===== config.mk =====
export PLATFORM = sky130hd
export DESIGN_NAME = pea_cell
export DESIGN_NICKNAME = d
export VERILOG_FILES = /design/src/rtl/core/pea_cell.sv
export SDC_FILE = /design/constraint.sdc
export NUM_CORES = 1
export LEC_CHECK = 0
export ABC_CLOCK_PERIOD_IN_PS = 890
export BUFFER_PORTS_ARGS = -buffer_cell sky130_fd_sc_hd__buf_4
export CAP_MARGIN = 20
export CELL_PAD_IN_SITES_DETAIL_PLACEMENT = 1
export CELL_PAD_IN_SITES_GLOBAL_PLACEMENT = 1
export CORE_AREA = 2 2 99 101
export CTS_BUF_LIST = sky130_fd_sc_hd__clkbuf_16
export DETAILED_ROUTE_END_ITERATION = 10
export DIE_AREA = 0 0 101 103
export PLACE_DENSITY_LB_ADDON = 0.15
export SYNTH_ARGS = -nofsm -noshare
export SYNTH_HDL_FRONTEND = slang
export SYNTH_SLANG_ARGS = --single-unit

===== constraint.sdc =====
create_clock -name clock -period 0.89 [get_ports clock]
set_clock_uncertainty 0.1 [all_clocks]
set_input_delay 0.089 -clock clock [delete_from_list [all_inputs] [get_ports clock]]
set_output_delay 0.089 -clock clock [all_outputs]
set_load 0.03 [all_outputs]

===== src/rtl/core/pea_cell.sv =====
// ----------------------------------------------------------------------------
// pea_cell: one slot of the extent ring
// Holds one extent and passes it to its neighbor on every shift.
// ----------------------------------------------------------------------------
`default_nettype none

module pea_cell #(
   parameter int ADDR_BITS = 48
) (
   input  wire logic                 clock,
   input  wire logic                 reset,
   input  wire logic                 shift,
   input  wire logic                 in_valid,
   input  wire logic [ADDR_BITS-1:0] in_start,
   input  wire logic [ADDR_BITS:0]   in_length,
   output logic                      out_valid,
   output logic [ADDR_BITS-1:0]      out_start,
   output logic [ADDR_BITS:0]        out_length
);

   logic                 valid_ff;
   logic [ADDR_BITS-1:0] start_ff;
   logic [ADDR_BITS:0]   length_ff;

   always_ff @(posedge clock) begin
      if (reset) begin
         valid_ff <= 1'b0;
      end else if (shift) begin
         valid_ff <= in_valid;
      end
   end

   // payload needs no reset: read only while valid
   always_ff @(posedge clock) begin
      if (shift) begin
         start_ff  <= in_start;
         length_ff <= in_length;
      end
   end

   assign out_valid  = valid_ff;
   assign out_start  = start_ff;
   assign out_length = length_ff;

endmodule

`default_nettype wire


Word level (Yosys, flattened, before mapping) --
Cells that the tools add are included.
Cells by class: equal/unequal tests 0, add/sub/neg operators 0, reduce and logical (&&, ||, !) cells 0, bitwise operators 0, shift operators 0, multiply operators 0, multiplexer cells 0, div/mod/pow operators 0, order comparisons 0
Word-level totals: bits in registers 98, bits in read-only memories 0, latch bits 0, output and inout bits 98, memories 0, bits of input ports 101, memory bits (writable) 0

Longest topological paths before layout --
word-level depth 0, gate-level depth with buffers 2

Worst setup path after synthesis --
OpenSTA, ideal clock, no wires.
path kind flip-flop to flip-flop, from register out_valid (netlist name), to register valid_ff (netlist: out_valid), arrival time 0.665 ns, slack 0.061 ns, library setup time 0.065 ns, buffers on the path 0, stages on the path, launching flop included 3, path through dfxtp_1 mux2i_1 nor2_1
RTL lines:
- end signal, assigned | RTL line 29 | valid_ff <= in_valid;
- end, declared | RTL line 21 | logic valid_ff;

Worst setup path in the final report --
from register start_ff[34] (netlist: out_start[34]), to output port out_start[34]
RTL lines:
- start, declared | RTL line 22 | logic [ADDR_BITS-1:0] start_ff;
- start signal, assigned | RTL line 36 | start_ff <= in_start;
- end, declared | RTL line 17 | output logic [ADDR_BITS-1:0] out_start,
No word-level cell between the ends.

==> qor.csv <==
metric,value,unit
status,finished with violations,
failing checks,setup timing,
Synth Register Bits,98,
"Req. time, crit path",0.70,ns
worst slew pin tran,0.220,ns
Syn-to-layout area delta,116,%
worst path bufs/invs,1,
crit-path cells,buf_6,
fin nets,518,
setup ws final,-0.226,ns
sink of the worst hold path,out_length[39]$_DFFE_PP_,
flop2flop setup slack,0.03,ns
maximum clock rate,896,MHz
leakage,2.67,nW
most frequent cells after synthesis,"edfxtp_1 (97), dfxtp_1 (1), mux2i_1 (1), nor2_1 (1)",
vias per inst,4.33,
dpl hpwl,5.73,mm
die extent in y,103,um
Mapped Area,2950,um^2
die footprint,10400,um^2
GR Util All Layers,20.6,%
antenna-violating nets left,0,
Final Instance Count excl. Fillers,535,
"FFs w/ async S/R, synth",0,%
initial drt markers,41,
Placer Congestion,0.731,
minimum clock period,1.12,ns
worst r2r dst,out_valid$_SDFFE_PP0P_,
placed insts,420,
reg2reg start,out_valid$_SDFFE_PP0P_,
diodes inserted,0,
layout cells sized above 1,52.7,%
power density over cell area,1900,nW/um^2
first-pass GRT wire length,15.1,mm
vias in the first global route,2670,
clock network fraction of design power,33.2,%
hold path cells,2,
Min-Delay Startpoint,shift,
startpoint type of the worst setup path,flop,
CP max FO,1,
final hold violations,0,
routed len/inst,19.7,um
Starting Density,31.2,%
Post-route DRC,0,
CTS tree,yes,
# IOs,199,
Hold WC Path Type,primary input to flop,
Synth Area per Inst,29.5,um^2
CP endpoint kind,output port,
CTS H-tree lvls,3,
Synth Flop Type,edfxtp_1,
CTS Root Cell,clkbuf_16,
final slew viol count,0,
Slew HR,85.4,%
final setup TNS,-17.77,ns
R2R cell count,3,
PortBufs,198,
clock tree buffer depth,2,
fill count,817,
CP max stage delay,0.42,ns
VDD IR max,1080,uV
arrival time at the worst endpoint,0.93,ns
Top Family by Delay on Critical Path,flip-flops,
Max Cap Violations,0,
most frequent cell after synthesis,edfxtp_1,
clk_lat worst skew,0.34,ns
initial antenna violation count,0,
Int Pwr,0.00914,W
switch share,24.3,%
combinational share of power,19.9,%
crit path launch,out_start[34]$_DFFE_PP_,
largest net degree at the start of global routing,28,
fin crit share,125,%
CTS Buf Count,9,
"Reg clk slew, reported paths",0.06,ns
drt total wl,10.5,mm
Crit Path Class,flop to output port,
"area leader, netlist",edfxtp_1,
synthesized net count,201,
critical path's slowest cell,edfxtp_1,
Core Rows,36,
sequential cell area fraction in the yosys report,99.5,%
leading cell types by total area after synthesis,"edfxtp_1 (99%), dfxtp_1 (0.68%), mux2i_1 (0.34%), nor2_1 (0.13%)",
Yosys warning count,0,
gr ovfl total,0,
top cell type's share of synthesized area,98.9,%
gate count of the mapped netlist,100,
Die W,101,um
Synth cell types,4,
"EDFF count, synth",97,
RSZ-0062 raised after global routing,yes,
total number of vias,2317,
Psw,0.00294,W
final setup fails,98,
Detailed Routing Iterations Pass 1,4,
Seq pwr share,47.0,%
Clock Sink Count,98,
Placeable Area,9460,um^2
==> cell type report <==
cell class / count / area [um^2] / share of cell area [%]
flip-flops and latches: 98 / 2930 / 46.2
clock inverters: 6 / 76.3 / 1.20
repair buffers: 306 / 2950 / 46.4
multi-input cells: 2 / 28.8 / 0.453
clock buffers: 9 / 225 / 3.54
well taps: 114 / 143 / 2.24
==> per-stage QoR <==
stage	power [W]	utilization, %	area [um^2]	setup WS (ns)	hold slack (ns)
6_report	0.0121	67.2	6360	-0.226	0.195
3_3_place_gp	0.00743	49.4	4670	-0.0446	0.151
2_1_floorplan	0.00643	-	2950	0.0607	0.0614
3_5_place_dp	0.00747	49.4	4670	-0.0576	0.152
5_1_grt	0.0125	67.2	6360	-0.251	0.190
4_1_cts	0.0121	67.0	6330	-0.227	0.145
==> state kept, by name, indices dropped and copies added (netlist names) <==
name	flops
out_valid	1
out_start	48
out_length	49
==> power groups by stage <==
stage                     clock network [W]  registers, W    logic, W
after floorplan                           0       0.00642  0.00000378
after global placement                    0       0.00567     0.00176
after detailed placement                  0       0.00568     0.00178
after CTS                           0.00406       0.00566     0.00235
after global routing                0.00427       0.00571     0.00250
final                               0.00401       0.00567     0.00240
==> layout by cell type (no fill, tap or decap), drive strengths merged <==
cell           n
edfxtp        97
dlygate4sd3   99
inv            3
nor2           1
mux2i          1
clkinv         1
bufinv         2
dfxtp          1
clkbuf         9
buf          207
==> worst max path at each step <==
stage / to / slack [ns] / cells past startpoint
global route: out_length[43] / -0.25 / 1
CTS: out_start[11] / -0.23 / 1
global placement: out_start[19]$_DFFE_PP_ / -0.04 / 2
detailed placement: out_start[19]$_DFFE_PP_ / -0.06 / 2
floorplan: out_valid$_SDFFE_PP0P_ / 0.06 / 2
finish: out_start[34] / -0.23 / 1
==> repair_timing <==
action	CTS	global route
hold endpoints to repair	98	0
endpoints found under the setup margin	98	99
gates cloned	0	0
buffers inserted	0	1
hold buffers	99	0
resized for setup	99	3
==> cells by family (layout without fill, tap and decap cells) <==
kind of cell / after synthesis / after routing / synth area share, %
mux: 1 / 1 / 0.340
buf+inv: 0 / 321 / 0
flops: 98 / 98 / 99.5
simple gates: 1 / 1 / 0.127
==> layer usage <==
metal / GRT usage [%] / part of all wire, %
met5: 0 / 0
met2: 37.0 / 53
met4: 9.04 / 1.9
met1: 21.4 / 35
met3: 8.00 / 10
(Power assumes the default switching activity.)
